--- src/rtl/core/cpf_pkg.sv ---
package cpf_pkg;

	localparam int SHOWN_PAYLOAD  = 4;
	localparam int SLOT_W         = 3;
	localparam int BPP_DEFAULT    = 4;
	localparam int MID_DEPTH      = 2;
	localparam int OUT_DEPTH      = 2;

	// one classified byte, front to back
	typedef struct packed {
		logic [15:0]       length;
		logic [7:0]        seq;
		logic              emit;
		logic              last;
		logic [SLOT_W-1:0] slot;
		logic [7:0]        data;
	} mid_entry_t;

	// one finished packet
	typedef struct packed {
		logic [15:0]                     length;
		logic [SHOWN_PAYLOAD-1:0][7:0]   payload;
		logic [7:0]                      seq;
		logic [7:0]                      sum_chk;
		logic [7:0]                      xor_chk;
		logic                            final_pkt;
	} out_pkt_t;

endpackage

--- src/rtl/core/cpf_fifo.sv ---
module cpf_fifo import cpf_pkg::*; #(
	parameter int WIDTH = 8,
	parameter int DEPTH = MID_DEPTH
) (
	input  logic             clk,
	input  logic             arst_n,
	input  logic             wr_en,
	input  logic [WIDTH-1:0] wr_data,
	output logic             full,
	input  logic             rd_en,
	output logic [WIDTH-1:0] rd_data,
	output logic             empty
);

	localparam int PTR_W = (DEPTH > 1) ? $clog2(DEPTH) : 1;
	localparam int CNT_W = $clog2(DEPTH + 1);

	logic [WIDTH-1:0] mem_q [DEPTH];
	logic [PTR_W-1:0] wr_ptr_q, rd_ptr_q;
	logic [CNT_W-1:0] count_q;
	logic             do_wr, do_rd;

	assign full    = (count_q == CNT_W'(DEPTH));
	assign empty   = (count_q == '0);
	assign do_wr   = wr_en && !full;
	assign do_rd   = rd_en && !empty;
	assign rd_data = mem_q[rd_ptr_q];

	always_ff @(posedge clk) begin
		if (do_wr) begin
			mem_q[wr_ptr_q] <= wr_data;
		end
	end

	always_ff @(posedge clk or negedge arst_n) begin
		if (!arst_n) begin
			wr_ptr_q <= '0;
			rd_ptr_q <= '0;
			count_q  <= '0;
		end else begin
			if (do_wr) begin
				wr_ptr_q <= (wr_ptr_q == PTR_W'(DEPTH - 1)) ? '0 : wr_ptr_q + PTR_W'(1);
			end
			if (do_rd) begin
				rd_ptr_q <= (rd_ptr_q == PTR_W'(DEPTH - 1)) ? '0 : rd_ptr_q + PTR_W'(1);
			end
			if (do_wr && !do_rd) begin
				count_q <= count_q + CNT_W'(1);
			end else if (do_rd && !do_wr) begin
				count_q <= count_q - CNT_W'(1);
			end
		end
	end

	a_count_bound: assert property (@(posedge clk) disable iff (!arst_n)
		count_q <= CNT_W'(DEPTH))
		else $error("fifo count beyond depth");

	a_count_up: assert property (@(posedge clk) disable iff (!arst_n)
		(wr_en && !full && !(rd_en && !empty)) |=> (count_q == $past(count_q) + CNT_W'(1)))
		else $error("fifo write lost");

	a_count_down: assert property (@(posedge clk) disable iff (!arst_n)
		(rd_en && !empty && !(wr_en && !full)) |=> (count_q == $past(count_q) - CNT_W'(1)))
		else $error("fifo read lost");

endmodule

--- src/rtl/core/cpf_front.sv ---
module cpf_front import cpf_pkg::*; #(
	parameter int BYTES_PER_PACKET = BPP_DEFAULT
) (
	input  logic        clk,
	input  logic        arst_n,
	input  logic        take,
	input  logic [7:0]  data_byte,
	input  logic [15:0] msg_len,
	output logic        entry_valid,
	output mid_entry_t  entry
);

	logic [SLOT_W-1:0] slot_q;
	logic [15:0]       taken_q;
	logic [7:0]        pkt_q;
	logic [15:0]       taken_n;
	logic              last, slot_end, emit;

	always_comb begin
		taken_n     = taken_q + 16'd1;
		last        = (taken_n >= msg_len);
		slot_end    = (slot_q == SLOT_W'(BYTES_PER_PACKET - 1));
		emit        = last || slot_end;
		entry_valid = take && (msg_len != 16'd0);
		entry.length = msg_len;
		entry.seq    = pkt_q;
		entry.emit   = emit;
		entry.last   = last;
		entry.slot   = slot_q;
		entry.data   = data_byte;
	end

	always_ff @(posedge clk or negedge arst_n) begin
		if (!arst_n) begin
			slot_q  <= '0;
			taken_q <= '0;
			pkt_q   <= '0;
		end else if (entry_valid) begin
			slot_q <= emit ? '0 : slot_q + SLOT_W'(1);
			if (last) begin
				taken_q <= '0;
				pkt_q   <= '0;
			end else begin
				taken_q <= taken_n;
				if (emit) begin
					pkt_q <= pkt_q + 8'd1;
				end
			end
		end
	end

endmodule

--- src/rtl/core/cpf_back.sv ---
module cpf_back import cpf_pkg::*; (
	input  logic       clk,
	input  logic       arst_n,
	input  logic       take,
	input  mid_entry_t entry,
	output out_pkt_t   pkt
);

	logic [SHOWN_PAYLOAD-1:0][7:0] held_q, held_n;
	logic [7:0]                    sum_q, xor_q, sum_n, xor_n;

	always_comb begin
		for (int k = 0; k < SHOWN_PAYLOAD; k++) begin
			held_n[k] = (entry.slot == SLOT_W'(k)) ? entry.data : held_q[k];
		end
		sum_n         = sum_q + entry.data;
		xor_n         = xor_q ^ entry.data;
		pkt.length    = entry.length;
		pkt.payload   = held_n;
		pkt.seq       = entry.seq;
		pkt.sum_chk   = sum_n + entry.seq;
		pkt.xor_chk   = xor_n ^ entry.seq;
		pkt.final_pkt = entry.last;
	end

	// running packet image; cleared whenever a packet leaves
	always_ff @(posedge clk or negedge arst_n) begin
		if (!arst_n) begin
			held_q <= '0;
			sum_q  <= '0;
			xor_q  <= '0;
		end else if (take) begin
			if (entry.emit) begin
				held_q <= '0;
				sum_q  <= '0;
				xor_q  <= '0;
			end else begin
				held_q <= held_n;
				sum_q  <= sum_n;
				xor_q  <= xor_n;
			end
		end
	end

endmodule

--- src/rtl/core/checked_packet_framer.sv ---
// checked_packet_framer: groups message bytes into checked packets.
// Input queue side: drive data_byte and push; a transfer happens on a rising
// edge with push high and full low. Bytes are taken one per cycle unless full.
// Result queue side: while empty is low the oldest packet sits on the result
// ports; a transfer happens on a rising edge with pop high and empty low.
// Config: cfg_we high on an edge loads message_length; write only while idle.
// Latency: a packet that closes on byte N reaches the result ports from
// the transfer of byte N via front logic -> two-entry classify queue -> back
// logic -> two-entry result queue; byte N is registered only in the queues.
// Throughput is one byte per cycle as long as the result side keeps
// popping; the result queue decouples the back stage from pauses in popping.
// When the result queue fills the back stage holds, the middle queue fills
// and full rises; bytes already taken are never dropped.
// With message_length zero, bytes are taken and discarded.
// Reset (arst_n low) empties both queues and clears counters, the packet
// image and message_length.
module checked_packet_framer import cpf_pkg::*; #(
	parameter int BYTES_PER_PACKET = BPP_DEFAULT
) (
	input  logic        clk,
	input  logic        arst_n,
	input  logic        cfg_we,
	input  logic [15:0] message_length,
	input  logic        push,
	input  logic [7:0]  data_byte,
	output logic        full,
	input  logic        pop,
	output logic        empty,
	output logic [15:0] length_field,
	output logic [7:0]  payload_0,
	output logic [7:0]  payload_1,
	output logic [7:0]  payload_2,
	output logic [7:0]  payload_3,
	output logic [7:0]  sequence_number,
	output logic [7:0]  sum_check,
	output logic [7:0]  xor_check,
	output logic        final_packet
);

	logic [15:0] len_q;
	logic        fe_valid;
	mid_entry_t  fe_entry, mid_head;
	logic        mid_empty, back_take, out_full;
	out_pkt_t    back_pkt, out_head;

	always_ff @(posedge clk or negedge arst_n) begin
		if (!arst_n) begin
			len_q <= '0;
		end else if (cfg_we) begin
			len_q <= message_length;
		end
	end

	// front: counts bytes, marks packet ends
	cpf_front #(
		.BYTES_PER_PACKET(BYTES_PER_PACKET)
	) u_front (
		.clk        (clk),
		.arst_n     (arst_n),
		.take       (push && !full),
		.data_byte  (data_byte),
		.msg_len    (len_q),
		.entry_valid(fe_valid),
		.entry      (fe_entry)
	);

	cpf_fifo #(
		.WIDTH($bits(mid_entry_t)),
		.DEPTH(MID_DEPTH)
	) u_mid_q (
		.clk    (clk),
		.arst_n (arst_n),
		.wr_en  (fe_valid),
		.wr_data(fe_entry),
		.full   (full),
		.rd_en  (back_take),
		.rd_data(mid_head),
		.empty  (mid_empty)
	);

	// back stalls only on a packet-closing byte with no room downstream
	assign back_take = !mid_empty && (!mid_head.emit || !out_full);

	cpf_back u_back (
		.clk   (clk),
		.arst_n(arst_n),
		.take  (back_take),
		.entry (mid_head),
		.pkt   (back_pkt)
	);

	cpf_fifo #(
		.WIDTH($bits(out_pkt_t)),
		.DEPTH(OUT_DEPTH)
	) u_out_q (
		.clk    (clk),
		.arst_n (arst_n),
		.wr_en  (back_take && mid_head.emit),
		.wr_data(back_pkt),
		.full   (out_full),
		.rd_en  (pop),
		.rd_data(out_head),
		.empty  (empty)
	);

	assign length_field    = out_head.length;
	assign payload_0       = out_head.payload[0];
	assign payload_1       = out_head.payload[1];
	assign payload_2       = out_head.payload[2];
	assign payload_3       = out_head.payload[3];
	assign sequence_number = out_head.seq;
	assign sum_check       = out_head.sum_chk;
	assign xor_check       = out_head.xor_chk;
	assign final_packet    = out_head.final_pkt;

endmodule

--- config.mk ---
export PLATFORM = sky130hd
export DESIGN_NAME = checked_packet_framer
export DESIGN_NICKNAME = d
export VERILOG_FILES = /design/src/rtl/core/cpf_pkg.sv /design/src/rtl/core/cpf_fifo.sv /design/src/rtl/core/cpf_front.sv /design/src/rtl/core/cpf_back.sv /design/src/rtl/core/checked_packet_framer.sv
export SDC_FILE = /design/constraint.sdc
export NUM_CORES = 1
export LEC_CHECK = 0
export BUFFER_PORTS_ARGS = -buffer_cell sky130_fd_sc_hd__clkbuf_2
export CORE_MARGIN = 4
export CORE_UTILIZATION = 40
export CTS_CLUSTER_DIAMETER = 150
export DETAILED_ROUTE_END_ITERATION = 10
export GPL_TIMING_DRIVEN = 1
export PLACE_DENSITY = 0.6
export SETUP_SLACK_MARGIN = 0.02
export SLEW_MARGIN = 5
export SYNTH_ARGS = -nofsm -noshare
export SYNTH_HDL_FRONTEND = slang
export SYNTH_SLANG_ARGS = --single-unit
--- constraint.sdc ---
create_clock -name clk -period 11.8 [get_ports clk]
set_clock_uncertainty 0.2 [all_clocks]
set_input_delay 2.36 -clock clk [delete_from_list [all_inputs] [get_ports clk]]
set_output_delay 2.36 -clock clk [all_outputs]
set_load 0.02 [all_outputs]
==> impl_metrics.tcl, run 1 <==
set metrics [dict create \
    status "finished, final reports clean" \
    worst_ep_required_time_ns 9.24 \
    start_util_pct 40.5 \
    grt_pass1_wl_mm 46.9 \
    grt.overflow.total 0 \
    fillers 3107 \
    seq_area_um2 9090 \
    via_per_inst 5.26 \
    total_power_mw 5.06 \
    dr_wl_met2_mm 14.4 \
    critical_path_class "reg2out" \
    cts_setup_buffers 0 \
    cts_buffers 36 \
    power_leakage_nw 6.31 \
    slew_viol_final 0 \
    wl_met1_mm 13.1 \
    synth_edf_count 220 \
    period_needed_ns 4.85 \
    die_h_um 195 \
    core_um2 34500 \
    ctsResizeCount 0 \
    io_pins 104 \
    syn2layout_area_growth_pct 15.2 \
    rows 68 \
    path_max_fanout 74 \
    wl_per_cell_um 18.5 \
    track_usage_pct 15.2 \
    async_reset_ff_share_pct 31.0 \
    drt-initial-drc-count 501 \
    synthDistinctLibCells 58 \
    antenna_found_initial 0 \
    wl_met3_mm 1.19 \
    hold_buffers 0 \
    clock_latency_ns 0.51 \
    via_count 8334 \
    crit_arrival_ns 2.29 \
    drv_cap 0 \
    die_w_um 195 \
    ys.flop_type "edfxtp_1" \
    dp_hpwl_mm 18.6 \
    drc 0 \
    top_layer_used "met4" \
    clkTransAtPathRegs_ns 0.06 \
    tightest_slew_ns 1.21 \
    worstHoldPathType "reg2reg" \
    clock_sinks 319 \
    dr.pass1.iters 5 \
    p_per_area_nw_per_um2 314 \
    num-nets-final 1168 \
    grt_pass1_vias 8283 \
    layout-drive-gt1-share_pct 25.2 \
    wl_mm 29.3 \
    setup_viol_count_final 0 \
    cpPeakStageDelay_ns 1.10 \
    post-route-util_pct 46.7 \
    syn_inst 998 \
    fmax_ghz 0.206 \
    cts_htree_levels 2 \
    avgSynthCellArea_um2 14.0 \
    cts_tree "yes" \
    cp-start-kind "register" \
    end_kind "primary output" \
    path_cells "mux2_2 -> clkbuf_2" \
    critPathTopFamily "flip-flops" \
    ctsLongestPathBuffers 3 \
    peakVddDrop_mv 0.160 \
    gp_congestion 0.841 \
    syn-num-nets 1065 \
    synth_warnings 0 \
    diodes 0 \
    postRouteAntennaNets 0 \
    final_cell_area_um2 16100 \
    place_area_um2 15000 \
    io_buffers 103 \
    fin_tns_setup_ns 0 \
    ys_seq_area_share_pct 64.9 \
    clockRootBuffer "clkbuf_16" \
    die_area_um2 38000 \
    crit_slowest_cell "dfrtp_4" \
    synth_seq_cells 319 \
    maxSlewHeadroom_pct 18.9 \
    grt_max_degree 75 \
    rsz0062_at_grt "no" \
    period_share_pct 41.1 \
    netlist_area_um2 14000 \
    multi_input_area_um2 4540 \
    finalHoldViolCount 0 \
    path_buf_inv 1 \
]
==> layout make-up <==
| type | instances | share of cell area [%] |
|---|---|---|
| clock inverters | 16 | 1.09 |
| well taps | 455 | 3.53 |
| clock buffers | 49 | 6.01 |
| inverters | 42 | 0.978 |
| repair buffers | 118 | 3.91 |
| flip-flops and latches | 319 | 56.4 |
| multi-input cells | 584 | 28.1 |
==> stage by stage <==
stage	cells	setup slack [ns]	hold slack, ns
after floorplan	998	5.05	0.255
after global placement	1518	6.71	0.269
after detailed placement	1518	6.66	0.274
after CTS	1583	6.89	0.286
after global routing	1583	6.83	0.298
final	1583	6.95	0.289
==> worst paths after layout <==
path | from | endpoint | slack [ns] | depth (start not counted)
setup / recovery | u_out_q.rd_ptr_q | final_packet | 6.95 | 2
hold reg to reg | u_back.xor_q[0] | u_back.xor_q[0] | 0.29 | 1
max in group asynchronous | arst_n | u_out_q.rd_ptr_q | 8.46 | 2
hold / removal | u_back.xor_q[0] | u_back.xor_q[0] | 0.29 | 1
setup reg to reg | u_front.taken_q[2] | u_front.slot_q[2] | 7.64 | 9
min in group asynchronous | arst_n | len_q[7] | 1.70 | 1
==> synthesized netlist by cell type (2+ instances only) <==
cell type	instances	area [um^2]
clkbuf_1	32	120
xnor3_1	5	113
mux2i_1	9	90.1
mux2i_2	3	41.3
nor4_1	6	37.5
nand2_1	88	330
ha_1	36	450
fa_1	2	40.0
and2_1	8	50.1
o21bai_1	3	22.5
a21oi_1	16	80.1
nand4_1	7	43.8
o2111ai_1	13	114
xnor2_1	27	236
a21o_1	3	22.5
or2_1	2	12.5
nand2b_1	6	37.5
inv_1	41	154
nand3_1	19	95.1
a32o_1	32	320
and3_1	16	100
buf_4	4	30.0
nor4b_1	4	35.0
nor2_1	32	120
edfxtp_1	220	6610
nor3_1	8	40.0
nor2b_1	6	37.5
o221ai_1	6	52.6
o41ai_1	2	17.5
and4_1	4	35.0
o21ai_1	24	120
o31ai_1	14	105
xor2_1	16	140
a31o_2	3	26.3
dfrtp_1	99	2480
buf_2	17	85.1
mux2_2	98	1100
o21ai_0	39	195
o211ai_1	9	67.6
==> logic make-up (layout without fill, tap and decap cells) <==
family / count (synthesis) / after routing / share of synthesized area, %
buffers and inverters: 95 / 225 / 2.81
flip-flops: 319 / 319 / 64.9
AND/OR/NAND/NOR: 211 / 211 / 7.28
adder cells (fa/ha/maj): 38 / 38 / 3.50
AO/OA/AOI/OAI: 176 / 176 / 9.03
multiplexers: 111 / 111 / 8.98
XOR/XNOR: 48 / 48 / 3.50
==> power by group <==
part / total (mW) / switching, mW / internal [mW] / leakage, nW
logic: 1.99 / 1.22 / 0.765 / 2.46
registers: 1.99 / 0.207 / 1.78 / 3.29
clock network: 1.08 / 0.436 / 0.646 / 0.557
total: 5.06 / 1.87 / 3.19 / 6.31
==> flip-flops by register name, indices dropped and copies added (netlist names) <==
name,cells
len_q,16
u_back.held_q,32
u_back.sum_q,8
u_back.xor_q,8
u_front.pkt_q,8
u_front.slot_q,3
u_front.taken_q,16
u_mid_q.count_q,2
u_mid_q.mem_q,74
u_mid_q.rd_ptr_q,1
u_mid_q.wr_ptr_q,1
u_out_q.count_q,2
u_out_q.mem_q,146
u_out_q.rd_ptr_q,1
u_out_q.wr_ptr_q,1
==> cell usage in the layout (no fill, tap or decap), types with 19 or more instances in the layout <==
master and n:
a32o_1 32, clkbuf_16 36, clkbuf_2 102, dfrtp_1 97
edfxtp_1 220, ha_1 36, inv_1 41, mux2_2 98
nand2_1 88, nand3_1 19, nor2_1 31, o21ai_0 39
o21ai_1 24, xnor2_1 27
==> per-layer routing <==
metal  up-vias  track usage (%)
li1       3960                -
met1      4136             21.3
met2       196             25.2
met3        42             2.28
met4         0             3.90
met5         -                0
Power figures use the tool's default switching activity.
==> run 2, diff against run 1 <==
Settings changed: PLACE_DENSITY 0.6 to 0.62.
Clock period 11.8 ns to 4.15 ns, I/O delays scaled along.
==> run 2 against run 1 <==
Wire length about the same; worst setup slack worse by 6.4 ns; total power rose to 2.9 times the previous value; clock power rose to 2.9 times the previous value; hold slack worse by 0.086 ns; global-route usage up 0.13 points; highest routed layer unchanged; utilization up 0.49 points; cell count up 0.76%; non-clock buffer count up 13; sequential share of layout area down 0.60 points; largest power group is now combinational logic; flip-flop and latch count unchanged; count of clock-buffer cells in the layout down 4.
==> impl_metrics.tcl, run 2 (synthesized netlist as in run 1, its figures left out) <==
set metrics [dict create \
    fin_tns_setup_ns 0 \
    fmax_ghz 0.276 \
    dpl.cell_count 1531 \
    largestRegisters "u_out_q.mem_q: 146 flops, u_mid_q.mem_q: 74 flops, u_back.held_q: 32 flops" \
    clockRootBuffer "clkbuf_16" \
    core_um2 34500 \
    antenna_found_initial 0 \
    track_usage_pct 15.4 \
    die_w_um 195 \
    setup_viol_count_final 0 \
    seq_area_um2 9090 \
    cts_buffers 35 \
    dr.pass1.iters 7 \
    clkTransAtPathRegs_ns 0.06 \
    fillers 3081 \
    worst_ep_required_time_ns 4.19 \
    final_cell_mix "220 x edfxtp_1, 102 x clkbuf_2, 98 x mux2_2, 97 x dfrtp_1, 88 x nand2_1" \
    p_per_area_nw_per_um2 894 \
    wl_mm 29.3 \
    diodes 0 \
    top_layer_used "met4" \
    peakVddDrop_mv 0.392 \
    io_pins 104 \
    cp-start-kind "register" \
    via_count 8361 \
    maxSlewHeadroom_pct 26.0 \
    largest_reg_flops 146 \
    syn2layout_area_growth_pct 16.4 \
    via_per_inst 5.24 \
    ctsResizeCount 0 \
    setup.worst_path.start "u_mid_q.rd_ptr_q" \
    path_max_fanout 9 \
    cts_tree "yes" \
    crit_path_end "u_out_q.mem_q[0][16]" \
    layout-drive-gt1-share_pct 26.4 \
    die_area_um2 38000 \
    crit-reg2reg-launch "u_mid_q.rd_ptr_q" \
    cts_htree_levels 2 \
    reg2regPathDepth 13 \
    ff2ff_setup_slack_ns 0.53 \
    grt_pass1_vias 8346 \
    cts_setup_buffers 0 \
    slew_viol_final 0 \
    status "finished, final reports clean" \
    final_common_cell "edfxtp_1" \
    clock_latency_ns 0.51 \
    largest_register "u_out_q.mem_q" \
    drv_cap 0 \
    tightest_slew_ns 1.10 \
    post-route-util_pct 47.2 \
    io_buffers 103 \
    wl_met1_mm 13.2 \
    die_h_um 195 \
    end_kind "register" \
    total_power_mw 14.6 \
    worst_hold_slack_ns 0.203 \
    grt_max_degree 74 \
    worstHoldPathType "in2async" \
    start_util_pct 40.5 \
    wl_per_cell_um 18.4 \
    period_share_pct 87.2 \
    ctsLongestPathBuffers 3 \
    critical_path_class "reg2reg" \
    gp_congestion 0.840 \
    clock_sinks 319 \
    power_leakage_nw 6.40 \
    wl_met3_mm 1.39 \
    grt.overflow.total 0 \
    drc 0 \
    crit_arrival_ns 3.66 \
    period_needed_ns 3.62 \
    num-nets-final 1180 \
    postRouteAntennaNets 0 \
    multi_input_area_um2 4540 \
    rows 68 \
    dr_wl_met2_mm 14.3 \
    finalHoldViolCount 0 \
    grt_pass1_wl_mm 47.1 \
    fin_cells 1595 \
    r2r_end "u_out_q.mem_q[0][16]" \
    hold_buffers 0 \
    drt-initial-drc-count 571 \
    dp_hpwl_mm 19.4 \
    rsz0062_at_grt "no" \
]
-- run 2: worst min path at each step --
stage / slack (ns) / start / end
floorplan: 0.26 / u_back.sum_q[6] / u_back.sum_q[6]
global placement: 0.27 / u_back.xor_q[2] / u_back.xor_q[2]
detailed placement: 0.27 / u_back.xor_q[0] / u_back.xor_q[0]
CTS: 0.22 / arst_n / u_back.held_q[28]
global route: 0.25 / arst_n / u_back.held_q[26]
finish: 0.20 / arst_n / u_back.held_q[28]
-- run 2: through the flow --
stage	cell area [um^2]	setup slack, ns
after floorplan	14000	0.416
after global placement	15100	0.646
after detailed placement	15100	0.562
after CTS	16300	0.533
after global routing	16300	0.152
final	16300	0.532
-- run 2: layout make-up --
cell class | count | share of cell area, %
Clock buffer | 45 | 5.86
Tap cell | 455 | 3.49
Multi-Input combinational cell | 584 | 27.9
Timing Repair Buffer | 131 | 4.70
Inverter | 42 | 0.967
Sequential cell | 319 | 55.8
Clock inverter | 19 | 1.36
-- run 2: critical path, stage by stage (launching register included) --
cell      delay [ns]
dfrtp_2         0.53
mux2i_2         0.35
inv_1           0.10
ha_1            0.28
a21oi_1         0.23
inv_1           0.07
a21oi_1         0.18
xnor2_1         0.19
ha_1            0.34
nand3_1         0.11
o211ai_1        0.12
o41ai_1         0.35
xnor2_1         0.14
xnor2_1         0.17
-- run 2: routing by layer --
layer  vias up  global-route usage (%)
met5         -                       0
met4         0                    3.47
met3        32                    2.93
met2       196                    25.6
met1      4149                    21.1
li1       3984                       -
-- run 2: power by group --
group | switching, mW | internal, mW
Sequential | 0.478 | 5.06
Clock | 1.24 | 1.89
Combinational | 3.63 | 2.27
Total | 5.35 | 9.22
==> run 3, diff against run 2 <==
Settings changed: REMOVE_ABC_BUFFERS from default to 1.
==> run 3 against run 2 <==
Cell area down 0.31%; die area unchanged; register-to-register slack about the same; count of clock-buffer cells in the layout up 3; sequential share of layout area up 0.19 points; worst setup slack better by 0.014 ns; cell count down 0.19%; critical endpoint unchanged; highest routed layer is now met5; largest cell class unchanged; flip-flop and latch count unchanged; fmax up 0.39%.
==> impl_metrics.tcl, run 3 (synthesized netlist as in run 1, its figures left out) <==
set metrics [dict create \
    status "finished, final reports clean" \
    critical_path_class "reg2reg" \
    dr.pass1.iters 5 \
    slew_viol_final 0 \
    tightest_slew_ns 1.13 \
    cts_buffers 34 \
    wl_per_cell_um 18.5 \
    path_max_fanout 8 \
    clock_sinks 319 \
    end_kind "register" \
    die_h_um 195 \
    die_w_um 195 \
    antenna_found_initial 2 \
    largest_register "u_out_q.mem_q" \
    cts_setup_buffers 0 \
    post-route-util_pct 47.0 \
    wl_mm 29.5 \
    cts_htree_levels 2 \
    crit-reg2reg-launch "u_mid_q.rd_ptr_q" \
    period_share_pct 86.9 \
    largest_reg_flops 146 \
    finalHoldViolCount 0 \
    track_usage_pct 15.2 \
    io_pins 104 \
    postRouteAntennaNets 0 \
    fmax_ghz 0.277 \
    num-nets-final 1180 \
    total_power_mw 14.5 \
    fin_cells 1592 \
    path_cells "mux2i_2 -> inv_1 -> ha_1 -> a21oi_1 -> inv_1 -> a21oi_1 -> xnor2_1 -> ha_1 -> nand3_1 -> o211ai_1 -> o41ai_1 -> xnor2_1 -> xnor2_1" \
    drt-initial-drc-count 550 \
    drc 0 \
    syn2layout_area_growth_pct 16.1 \
    critPathTopFamily "compound AO/OA/AOI/OAI gates" \
    power_leakage_nw 6.37 \
    crit_arrival_ns 3.65 \
    largestRegisters "u_out_q.mem_q: 146 flops, u_mid_q.mem_q: 74 flops, u_back.held_q: 32 flops" \
    cpMostUsedCell "xnor2_1" \
    ctsLongestPathBuffers 3 \
    final_common_cell "edfxtp_1" \
    clkTransAtPathRegs_ns 0.06 \
    p_per_area_nw_per_um2 890 \
    final_cell_mix "220 x edfxtp_1, 102 x clkbuf_2, 98 x mux2_2, 97 x dfrtp_1, 88 x nand2_1" \
    rsz0062_at_grt "no" \
    ff2ff_setup_slack_ns 0.55 \
    gp_congestion 0.827 \
    via_per_inst 5.27 \
    clockRootBuffer "clkbuf_16" \
    period_needed_ns 3.60 \
    drv_cap 0 \
    dp_hpwl_mm 19.0 \
    rows 68 \
    peakVddDrop_mv 0.512 \
    io_buffers 103 \
    diodes 0 \
    grt_pass1_vias 8414 \
    core_um2 34500 \
    worst_ep_required_time_ns 4.20 \
    worstHoldPathType "in2async" \
    clock_latency_ns 0.50 \
    start_util_pct 40.5 \
    cpPeakStageDelay_ns 0.50 \
    layout-drive-gt1-share_pct 25.9 \
    dpl.cell_count 1532 \
    r2r_end "u_out_q.mem_q[0][16]" \
    ctsResizeCount 0 \
    die_area_um2 38000 \
    grt_max_degree 74 \
    hold_buffers 0 \
    fin_tns_setup_ns 0 \
    cp-start-kind "register" \
    maxSlewHeadroom_pct 24.8 \
    setup_viol_count_final 0 \
    via_count 8389 \
    grt_pass1_wl_mm 46.6 \
    path_buf_inv 2 \
    grt.overflow.total 0 \
    crit_slowest_cell "dfrtp_2" \
    cts_tree "yes" \
    reg2regPathDepth 13 \
]
## run 3: cell count changes in the layout (fill, tap and decap cells not counted), moves of 2 or more
cell	change
clkinv_2	-3
clkbuf_1	+4
inv_6	-3
clkinv_4	+2
clkinvlp_4	-3
## run 3: through the flow
stage	cell area (um^2)	setup WS [ns]	hold slack [ns]
3_3_place_gp	15100	0.609	0.268
4_1_cts	16200	0.525	0.0596
6_report	16200	0.546	0.0578
2_1_floorplan	13800	-3.41	0.255
5_1_grt	16200	0.222	0.0680
3_5_place_dp	15100	0.560	0.279
## run 3: area by class of cell
| cell class | instances | area [um^2] |
|---|---|---|
| fillers | 3042 | 18300 |
| flip-flops and latches | 319 | 9090 |
| multi-input cells | 584 | 4540 |
| clock buffers | 48 | 945 |
| repair buffers | 132 | 773 |
| well taps | 455 | 569 |
| clock inverters | 12 | 175 |
| inverters | 42 | 158 |
## run 3: how the worst max path moves through the flow
stage | depth (start not counted) | slack, ns | from | to
after floorplan | 2 | -3.41 | u_mid_q.rd_ptr_q | u_out_q.mem_q[0][0]
after global placement | 13 | 0.61 | u_mid_q.rd_ptr_q | u_out_q.mem_q[0][16]
after detailed placement | 13 | 0.56 | u_mid_q.rd_ptr_q | u_out_q.mem_q[0][16]
after CTS | 13 | 0.52 | u_mid_q.rd_ptr_q | u_out_q.mem_q[0][16]
after global routing | 13 | 0.22 | u_mid_q.rd_ptr_q | u_out_q.mem_q[0][16]
final | 13 | 0.55 | u_mid_q.rd_ptr_q | u_out_q.mem_q[0][16]
## run 3: per-layer routing
layer  share of wire (%)  track usage (%)  vias up
met5               0.047                0        -
met3                 4.8             2.57       45
met4                 2.1             3.98        4
li1                    -                -     3983
met2                  49             25.3      197
met1                  44             20.7     4160
## run 3: report_power, final
part           leakage (nW)  total [mW]  internal [mW]  switching, mW
registers              3.29        5.58           5.07          0.514
clock network         0.543        3.04           1.84           1.19
logic                  2.54        5.84           2.27           3.58
total                  6.37        14.5           9.18           5.28
